$ cat src/hdl/gnss_command_frame_builder_unit_assert.svh
// Assertion macros used by the frame builder serialiser.
`ifndef GNSS_COMMAND_FRAME_BUILDER_UNIT_ASSERT_SVH
`define GNSS_COMMAND_FRAME_BUILDER_UNIT_ASSERT_SVH

// Check a property on every rising edge outside reset.
`define GCFB_ASSERT(lbl, prop, msg) \
  lbl: assert property (@(posedge clk) disable iff (rst) prop) else $error(msg);

// Check that a condition never holds, reset included.
`define GCFB_ASSERT_NEVER(lbl, cond, msg) \
  lbl: assert property (@(posedge clk) !(cond)) else $error(msg);

`endif

$ cat src/hdl/gcfb_pkg.sv
`default_nettype none

package gcfb_pkg;

  typedef enum logic {
    OP_RESET = 1'b0,
    OP_SLEEP = 1'b1
  } op_t;

  localparam int FRAME_BYTES = 13;
  localparam int IDX_W       = 4;

  localparam logic [7:0] SYNC_A     = 8'hF1;
  localparam logic [7:0] SYNC_B     = 8'hD9;
  localparam logic [7:0] CLASS_CMD  = 8'h06;
  localparam logic [7:0] ID_RESET   = 8'h40;
  localparam logic [7:0] ID_SLEEP   = 8'h41;
  localparam logic [7:0] PLEN_RESET = 8'h01;
  localparam logic [7:0] PLEN_SLEEP = 8'h05;

  localparam logic [IDX_W-1:0] RESET_BODY_END = 4'd7;
  localparam logic [IDX_W-1:0] SLEEP_BODY_END = 4'd11;
  localparam logic [IDX_W-1:0] RESET_LAST_IDX = 4'd8;
  localparam logic [IDX_W-1:0] SLEEP_LAST_IDX = 4'd12;

  typedef struct packed {
    logic [FRAME_BYTES-1:0][7:0] bytes;
    logic [IDX_W-1:0]            last_idx;
  } frame_t;

  function automatic frame_t build_frame(input op_t kind, input logic [7:0] rtype,
                                         input logic [31:0] ms, input logic [7:0] action);
    frame_t           f;
    logic [7:0]       ck_a;
    logic [7:0]       ck_b;
    logic [IDX_W-1:0] body_end;
    f        = '0;
    ck_a     = '0;
    ck_b     = '0;
    f.bytes[0] = SYNC_A;
    f.bytes[1] = SYNC_B;
    f.bytes[2] = CLASS_CMD;
    f.bytes[5] = 8'h00;
    if (kind == OP_SLEEP) begin
      f.bytes[3]  = ID_SLEEP;
      f.bytes[4]  = PLEN_SLEEP;
      f.bytes[6]  = ms[7:0];
      f.bytes[7]  = ms[15:8];
      f.bytes[8]  = ms[23:16];
      f.bytes[9]  = ms[31:24];
      f.bytes[10] = action;
      body_end    = SLEEP_BODY_END;
      f.last_idx  = SLEEP_LAST_IDX;
    end else begin
      f.bytes[3]  = ID_RESET;
      f.bytes[4]  = PLEN_RESET;
      f.bytes[6]  = rtype;
      body_end    = RESET_BODY_END;
      f.last_idx  = RESET_LAST_IDX;
    end
    for (int i = 2; i < 11; i++) begin
      if (IDX_W'(i) < body_end) begin
        ck_a = ck_a + f.bytes[i];
        ck_b = ck_b + ck_a;
      end
    end
    if (kind == OP_SLEEP) begin
      f.bytes[11] = ck_a;
      f.bytes[12] = ck_b;
    end else begin
      f.bytes[7] = ck_a;
      f.bytes[8] = ck_b;
    end
    return f;
  endfunction

endpackage

`default_nettype wire

$ cat src/hdl/gcfb_frame_build.sv
`default_nettype none

module gcfb_frame_build (
  input  wire logic            clk,
  input  wire logic            rst,
  input  wire logic            in_valid,
  output logic                 in_ready,
  input  wire logic            op,
  input  wire logic [7:0]      reset_type,
  input  wire logic [31:0]     sleep_time_ms,
  input  wire logic [7:0]      sleep_action,
  output logic                 frame_valid,
  input  wire logic            frame_ready,
  output gcfb_pkg::frame_t     frame
);

  logic        a_valid;
  logic        a_op;
  logic [7:0]  a_type;
  logic [31:0] a_ms;
  logic [7:0]  a_action;

  assign in_ready = !a_valid || frame_ready;

  always_ff @(posedge clk) begin
    if (rst) begin
      a_valid <= 1'b0;
    end else if (in_ready) begin
      a_valid <= in_valid;
    end
  end

  // hold the request until the frame stage takes it
  always_ff @(posedge clk) begin
    if (in_ready && in_valid) begin
      a_op     <= op;
      a_type   <= reset_type;
      a_ms     <= sleep_time_ms;
      a_action <= sleep_action;
    end
  end

  assign frame_valid = a_valid;
  assign frame = gcfb_pkg::build_frame(gcfb_pkg::op_t'(a_op), a_type, a_ms, a_action);

endmodule

`default_nettype wire

$ cat src/hdl/gcfb_serialiser.sv
`default_nettype none

module gcfb_serialiser (
  input  wire logic              clk,
  input  wire logic              rst,
  input  wire logic              frame_valid,
  output logic                   frame_ready,
  input  wire gcfb_pkg::frame_t  frame,
  output logic                   out_valid,
  input  wire logic              out_ready,
  output logic [7:0]             frame_byte,
  output logic                   last_byte
);

  `include "gnss_command_frame_builder_unit_assert.svh"

  logic                       f_valid;
  gcfb_pkg::frame_t           f;
  logic [gcfb_pkg::IDX_W-1:0] idx;
  logic [gcfb_pkg::IDX_W-1:0] idx_next;
  logic                       o_valid;
  logic [7:0]                 o_byte;
  logic                       o_last;
  logic                       load;
  logic                       at_end;

  assign load        = f_valid && (!o_valid || out_ready);
  assign at_end      = (idx == f.last_idx);
  assign frame_ready = !f_valid || (load && at_end);

  always_comb begin
    idx_next = idx;
    if (load) begin
      idx_next = at_end ? '0 : idx + 1'b1;
    end
  end

  always_ff @(posedge clk) begin
    if (rst) begin
      f_valid <= 1'b0;
      o_valid <= 1'b0;
      idx     <= '0;
    end else begin
      if (frame_ready) begin
        f_valid <= frame_valid;
      end
      if (load) begin
        o_valid <= 1'b1;
      end else if (out_ready) begin
        o_valid <= 1'b0;
      end
      idx <= idx_next;
    end
  end

  always_ff @(posedge clk) begin
    if (frame_ready && frame_valid) begin
      f <= frame;
    end
    if (load) begin
      o_byte <= f.bytes[idx];
      o_last <= at_end;
    end
  end

  assign out_valid  = o_valid;
  assign frame_byte = o_byte;
  assign last_byte  = o_last;

  `GCFB_ASSERT(a_idx_in_frame, f_valid |-> idx <= f.last_idx, "byte index past frame end")
  `GCFB_ASSERT(a_wrap_after_last, (load && at_end) |=> idx == '0,
               "index did not wrap after last byte")
  `GCFB_ASSERT(a_frame_starts_sync, (load && idx == '0) |=> frame_byte == gcfb_pkg::SYNC_A,
               "frame does not open with sync byte")
  `GCFB_ASSERT(a_frame_length, f_valid |->
               (f.last_idx == gcfb_pkg::RESET_LAST_IDX || f.last_idx == gcfb_pkg::SLEEP_LAST_IDX),
               "held frame has an unknown length")
  `GCFB_ASSERT_NEVER(a_idle_index, !rst && !f_valid && idx != '0, "index moved with no frame held")

endmodule

`default_nettype wire

$ cat src/hdl/gnss_command_frame_builder_unit.sv
// Binary command frame builder.
// Input channel (in_valid/in_ready) carries one command request: op selects a
// reset frame (9 bytes, carries reset_type) or a sleep frame (13 bytes, carries
// sleep_time_ms little-endian and sleep_action). Fields the op does not use
// are ignored.
// Output channel (out_valid/out_ready) carries the frame one byte per
// transaction on frame_byte; last_byte marks the second checksum byte.
// The request is held in an input register, the whole frame with its Fletcher
// checksum is built in one pass into a frame register, and a byte counter
// feeds an output register.
// The request passes the input register and the frame register before its first
// byte reaches the output register, which sends one byte per cycle while
// out_ready is high; frames follow each other with no gap.
// A stalled receiver holds the current byte; up to two further requests are
// taken meanwhile, then in_ready drops.
// Reset clears all valid flags and the byte counter, dropping any frame in
// flight; no frame is started until the first request after reset.
`default_nettype none

module gnss_command_frame_builder_unit (
  input  wire logic        clk,
  input  wire logic        rst,
  input  wire logic        in_valid,
  output logic             in_ready,
  input  wire logic        op,
  input  wire logic [7:0]  reset_type,
  input  wire logic [31:0] sleep_time_ms,
  input  wire logic [7:0]  sleep_action,
  output logic             out_valid,
  input  wire logic        out_ready,
  output logic [7:0]       frame_byte,
  output logic             last_byte
);

  logic             frame_valid;
  logic             frame_ready;
  gcfb_pkg::frame_t frame;

  gcfb_frame_build u_build (
    .clk           (clk),
    .rst           (rst),
    .in_valid      (in_valid),
    .in_ready      (in_ready),
    .op            (op),
    .reset_type    (reset_type),
    .sleep_time_ms (sleep_time_ms),
    .sleep_action  (sleep_action),
    .frame_valid   (frame_valid),
    .frame_ready   (frame_ready),
    .frame         (frame)
  );

  gcfb_serialiser u_serialiser (
    .clk         (clk),
    .rst         (rst),
    .frame_valid (frame_valid),
    .frame_ready (frame_ready),
    .frame       (frame),
    .out_valid   (out_valid),
    .out_ready   (out_ready),
    .frame_byte  (frame_byte),
    .last_byte   (last_byte)
  );

endmodule

`default_nettype wire

$ cat config.mk
export PLATFORM = sky130hd
export DESIGN_NAME = gnss_command_frame_builder_unit
export DESIGN_NICKNAME = d
export VERILOG_FILES = /design/src/hdl/gcfb_pkg.sv /design/src/hdl/gcfb_frame_build.sv /design/src/hdl/gcfb_serialiser.sv /design/src/hdl/gnss_command_frame_builder_unit.sv
export VERILOG_INCLUDE_DIRS = /design/src /design/src/hdl
export SDC_FILE = /design/constraint.sdc
export NUM_CORES = 1
export LEC_CHECK = 0
export BUFFER_PORTS_ARGS = -buffer_cell sky130_fd_sc_hd__clkbuf_2
export CAP_MARGIN = 25
export CORE_UTILIZATION = 57
export DETAILED_ROUTE_END_ITERATION = 16
export PLACE_DENSITY = 0.84
export SLEW_MARGIN = 15
export SYNTH_ARGS = -nofsm -noshare
export SYNTH_HDL_FRONTEND = slang
export SYNTH_HIERARCHICAL = 1
export SYNTH_SLANG_ARGS = --single-unit
$ cat constraint.sdc
create_clock -name clk -period 6.5 [get_ports clk]
set_input_delay 0.325 -clock clk [delete_from_list [all_inputs] [get_ports clk]]
set_output_delay 0.325 -clock clk [all_outputs]
set_load 0.01 [all_outputs]
== After elaboration in Yosys (flattened, before gate mapping) ==
Index checks and enable logic that the tools add are counted.
Storage, ports and cells
  flip-flop bits (word level): 141
  latch bits: 0
  RAM bits: 0
  memory bits (read-only): 0
  input port bits: 53
  output and inout bits: 11
  word-level logic and storage cells: 85
  memories kept: 0
Cells by class
  add/sub/neg operators: 16
  multiply operators: 0
  div/mod/pow operators: 0
  $lt $le $gt $ge: 10
  equality and inequality tests: 1
  shifts and indexed selects: 0
  multiplexer cells: 27
  bitwise operators: 0
  reduce and logical (&&, ||, !) cells: 11
Operator list (count)
  2-to-1 mux 8 bit: 17
  adder 8 bit: 12
  binary-select mux 8 bit (select 4 bit): 1
  2-to-1 mux 32 bit: 1
  adder 3 x 8 -> 8 bit: 2
  less-than comparator 3 x 4 -> 1 bit, first input constant: 4
  2-to-1 mux 16 bit: 1
  less-than comparator 4 bit, first input constant: 3
  2-to-1 mux 11 bit: 1
  adder 8 x 3 -> 8 bit: 1
  less-than comparator 2 x 4 -> 1 bit, first input constant: 2
  2-to-1 mux 4 bit: 2
  2-to-1 mux 3 bit: 2
  less-than comparator 4 x 5 -> 1 bit, second input constant: 1
  adder 4 x 1 -> 4 bit, second input constant: 1
  == test 4 bit: 1
  logical AND 1 bit: 4
  zero test 1 bit: 3
  logical OR 1 bit: 3
  2-to-1 mux 1 bit: 2
  nonzero test 2 bit: 1

== Longest topological paths before layout ==
  word-level depth: 21
  gate-level depth with buffers: 37
  mapped depth without buffers: 35

== Modules after synthesis ==
Netlist, hierarchy kept.
By module, submodules not included
  gcfb_frame_build: times used 1, cells each 588, area each 5361.4 sq um, seq. area each 1491.4 sq um
  gcfb_serialiser: times used 1, cells each 251, area each 4759.6 sq um, seq. area each 3633.5 sq um

== Least setup slack after synthesis ==
Ideal clock, no wire load.
  kind: reg-to-reg
  from: reg u_build.a_op
  to: reg u_serialiser/f[107] (netlist bit), data pin
  library setup time: 0.273 ns
  arrival time: 6.605 ns
  required time: 6.227 ns
  setup slack: -0.378 ns
  cell stages (with the launch flop): 30
  buffers on the path: 5
  period minus slack after synthesis: 6.878 ns
  cells stage by stage: edfxtp_1 -> buf_6 -> buf_4 -> clkbuf_1 -> clkbuf_1 -> clkbuf_1 -> o21ai_0 -> ha_1 -> inv_1 -> fa_1 -> a21oi_1 -> inv_1 -> fa_1 -> a21oi_1 -> inv_1 -> fa_1 -> a21oi_1 -> inv_1 -> fa_1 -> inv_1 -> ha_1 -> a21o_1 -> a21oi_1 -> nor2b_1 -> o21a_1 -> o41ai_1 -> xor2_1 -> xnor3_1 -> xnor3_1 -> nor2_1
Between the ends
  cells in the longest elaborated chain, start to end: 20
RTL lines
  start: declaration: line gcfb_frame_build.sv:18  | logic a_op;
  start signal: assignment: line gcfb_frame_build.sv:36  | a_op <= op;
  2-to-1 mux 4 bit: line gcfb_pkg.sv:44  | if (kind == OP_SLEEP) begin
  less-than comparator 2 x 4 -> 1 bit: line gcfb_pkg.sv:62  | if (IDX_W'(i) < body_end) begin
  2-to-1 mux 3 bit: line gcfb_pkg.sv:62
  adder 3 x 8 -> 8 bit: line gcfb_pkg.sv:63  | ck_a = ck_a + f.bytes[i];
  adder 3 x 8 -> 8 bit or 2-to-1 mux 8 bit (tied branches): line gcfb_pkg.sv:64, gcfb_pkg.sv:62
  2-to-1 mux 8 bit or adder 8 x 3 -> 8 bit (tied branches): line gcfb_pkg.sv:62, gcfb_pkg.sv:63
  adder 8 bit: line gcfb_pkg.sv:64  | ck_b = ck_b + ck_a;
  2-to-1 mux 8 bit: line gcfb_pkg.sv:62
  [4 not listed]
  adder 8 bit: line gcfb_pkg.sv:64
  2-to-1 mux 8 bit: line gcfb_pkg.sv:62
  adder 8 bit: line gcfb_pkg.sv:64
  2-to-1 mux 8 bit: line gcfb_pkg.sv:62
  adder 8 bit: line gcfb_pkg.sv:64
  2-to-1 mux 8 bit: line gcfb_pkg.sv:62
  adder 8 bit: line gcfb_pkg.sv:64
  2-to-1 mux 8 bit: line gcfb_pkg.sv:62
  end signal: assignment: line gcfb_serialiser.sv:58  | f <= frame;
  end: declaration: line gcfb_serialiser.sv:18  | gcfb_pkg::frame_t f;
Several ways; a longest one is shown, not always the timed one.
A chain may end at the register's enable or synchronous reset.

== Worst setup path after layout ==
Same ends and word-level chain as after synthesis.

==> summary.md <==
| Metric | Value |
|---|---|
| Status | `finished, violations left` |
| Violated checks | `negative setup slack` |
| Final Hold Fails | `0` |
| Synthesized instance count | `839` |
| Fillcell total | `1096` |
| Critical path peak fanout | `7` |
| Chip Height | `135 um` |
| Worst Max-Slew Pin Slew | `810 ps` |
| Starting Density | `58.5%` |
| Worst path required time | `~6700 ps` |
| Most frequent cells in the layout | `edfxtp_1, clkbuf_2, conb_1` |
| Layout cell share with drive strength beyond 1 | `29.8%` |
| Setup ws final | `-87.7 ps` |
| Crit. Startpoint | `u_build/a_op` |
| Largest area contributor in the netlist | `edfxtp_1` |
| CP endpoint kind | `register` |
| Syn Area/Cell | `12.1 um^2` |
| CTS tree | `built` |
| TNS Setup | `-87.7 ps` |
| Clock transition at path regs | `approximately 70 ps` |
| DP Wirelength | `14200 um` |
| Worst reg-to-reg setup slack | `-90 ps` |
| Max Cap Viol | `0` |
| P per Cell Area | `436 nW/um^2` |
| Area Overhead vs Synth | `19.0%` |
| Sink Count | `173` |
| FF-to-FF path depth | `30` |
| DR vias | `6711` |
| Row count | `48` |
| # diodes | `0` |
| IO Port Bufs | `63` |
| CTS buffer count | `17` |
| Register bit count reported by yosys | `173` |
| CP arrival | `6770 ps` |
| Synth Cell Area | `about 10000 um^2` |
| FF-to-FF Start | `u_build/a_op` |
| Drc violations | `0` |
| # H-tree levels | `4` |
| Initial antenna violation count | `0` |
| Post-synthesis sequential area ratio | `50.6%` |
| Clk pwr share | `~20%` |
| GRT overflow | `0` |
| First-pass GRT wire length | `approximately 31000 um` |
| Final min period | `~6600 ps` |
| Fin util | `between 60% and 70%` |
| FMAX | `152 MHz` |
| Antenna Violating Nets Remaining | `0` |
| Net Sw Frac | `between 30% and 40%` |
| Primary FF master, synth | `edfxtp_1` |
| Largest net degree at the start of global routing | `68` |
| Cells after DPL | `1113` |
| DR iter-0 viols | `between 600 and 700` |
| Synth top area share | `49.3%` |
| Worst path max stage delay | `between 500 and 600 ps` |
| Maximum clock path buffer count | `2` |
| Boundary Pins | `64` |
| Final setup viols | `1` |
| Slew HR | `46.0%` |
| DR pass1 iterations | `6` |
| DR vias/cell | `roughly 5.8` |
| Number of enable flip-flop cells after synthesis | `166` |
| CTS root buffer | `clkbuf_16` |
| Worst Skew | `6.06 ps` |
| Routed Wire Length | `22100 um` |
| Total core area | `17300 um^2` |
| GRT Overall Usage | `between 20% and 30%` |
| Post-route insts no fill | `between 1000 and 1500` |
| RSZ-0062 raised after global routing | `yes` |
| Leak Pwr | `4.84 nW` |
| Startpoint types | `register` |
| WL/cell | `19.0 um` |
| HP Class | `in2reg` |
| Net switching power | `1.87 mW` |
| Asr flop ratio synth | `0%` |
| Setup CP Type | `reg2reg` |
| Number of global-route vias before repair | `6270` |
| Distinct cells, synth | `58` |
| RePlAce Congestion | `0.871` |
| CTS Hold Buffers Added | `0` |
| Most common cell after layout, fill and taps aside | `edfxtp_1` |
| Pins Over Slew Limit | `0` |
| Comb power frac | `53.7%` |
| Sequential share of power | `26.3%` |
| Yosys warns | `6` |
| VDD IR-drop max | `0.000335 V` |
| Total chip power | `5.25 mW` |
| Slowest-stage cell, CP | `edfxtp_1` |
| Reg2reg end | `u_serialiser/f[107]` |
| Area of the die | `18300 um^2` |
| Internal Power | `between 3 and 4 mW` |
| Synth area leaders | `edfxtp_1, ha_1, xnor2_1, buf_4, mux2i_1` |
| Crit path to | `u_serialiser/f[107]` |
| Fin Hold WS | `59.5 ps` |
| Clk_lat worst skew | `440 ps` |
| Chip width | `135 um` |
| Period Utilization, post-route | `101%` |
| Final net count | `1055` |
## Yosys cell counts, types with 6 or more instances
cell type    n
a21o_1      36
a21oi_1     57
and2_1      40
buf_4       57
clkbuf_1    11
dfxtp_1      7
edfxtp_1   166
fa_1         9
ha_1        64
inv_1       48
mux2_2      10
mux2i_1     32
mux4_2       8
nand2_1     52
nand2b_1     8
nand3_1     10
nor2_1      42
nor3_1       9
o21ai_0     12
o21ai_1      6
o21bai_1    13
o221ai_1     7
o32ai_1      7
or2_2        7
xnor2_1     50
xor2_1      18
## kinds of logic (layout without fill, tap and decap cells)
family	Yosys count	in the layout	share of synthesized area (%)
buf+inv	129	185	7.36
compound gates	158	158	10.3
fa+ha+maj	73	73	9.69
flops	173	173	50.6
simple gates	179	179	8.70
other cells	2	49	0.0742
mux	53	53	6.55
xor+xnor	72	72	6.71
## through the flow
step | setup slack [ps] | area (um^2)
6_report | -87.7 | 12000
3_5_place_dp | -53.9 | 10500
4_1_cts | 6.85 | 11200
3_3_place_gp | 4.31 | 10500
2_1_floorplan | 21.8 | 10300
5_1_grt | -258 | 12000
## area by class of cell
type                            instances  area [um^2]  area share (%)
Clock buffer                           18          429            3.56
Inverter                               49          186            1.55
Clock inverter                         14          179            1.49
Sequential cell                       173         5130            42.6
Tap cell                              225          282            2.34
Timing Repair Buffer                  104          647            5.37
Multi-Input combinational cell        584         5190            43.1
## worst max-delay path: cells and delay by family, from the launching register on
kind / cells / cell delay [ps]
and+or+nand+nor: 5 / 410
buffers and inverters: 1 / 220
adders and majority gates: 6 / 1860
AOI/OAI and AO/OA: 10 / 1640
xor gates and xnor gates: 8 / 1660
DFF: 1 / 530
## flip-flops by register name (all words and copies together) (netlist names), 4 cells and up
register and flops:
u_serialiser/f 108, u_build/a_ms 32, u_build/a_action 8, u_build/a_type 8
u_serialiser/frame_byte 8, u_serialiser/idx 4
## power groups by stage
stage,clock [mW],sequential [mW],combinational [mW]
finish,1.05,1.38,2.82
global route,1.10,1.39,3.02
detailed placement,0,1.40,2.05
global placement,0,1.40,2.00
floorplan,0,1.40,1.70
CTS,1.06,1.38,2.09
## how the worst min path moves through the flow
stage | cells after the start | from | end | slack (ps)
finish | 1 | sleep_time_ms[4] | u_build/a_ms[4] | 60
global route | 1 | reset_type[2] | u_build/a_type[2] | 40
CTS | 1 | sleep_time_ms[6] | u_build/a_ms[6] | 50
detailed placement | 2 | u_build/frame_valid | u_serialiser/f_valid | 450
global placement | 2 | u_build/frame_valid | u_serialiser/f_valid | 440
floorplan | 1 | rst | u_build/frame_valid | 390
## routing by layer
layer	part of all wire, %	up-vias	track usage [%]
li1	-	3088	-
met1	40	3273	28.4
met2	51	274	39.7
met3	5.6	76	4.30
met4	3.7	0	9.68
met5	0	-	0
## repair_timing
action | in CTS | in global routing
pin swaps | 6 | 57
setup buffers | 3 | 19
resized for setup | 9 | 117
endpoints found under the hold margin | 0 | 0
endpoints found under the setup margin | 2 | 2
Note: power is estimated with default switching activity, not from simulation.
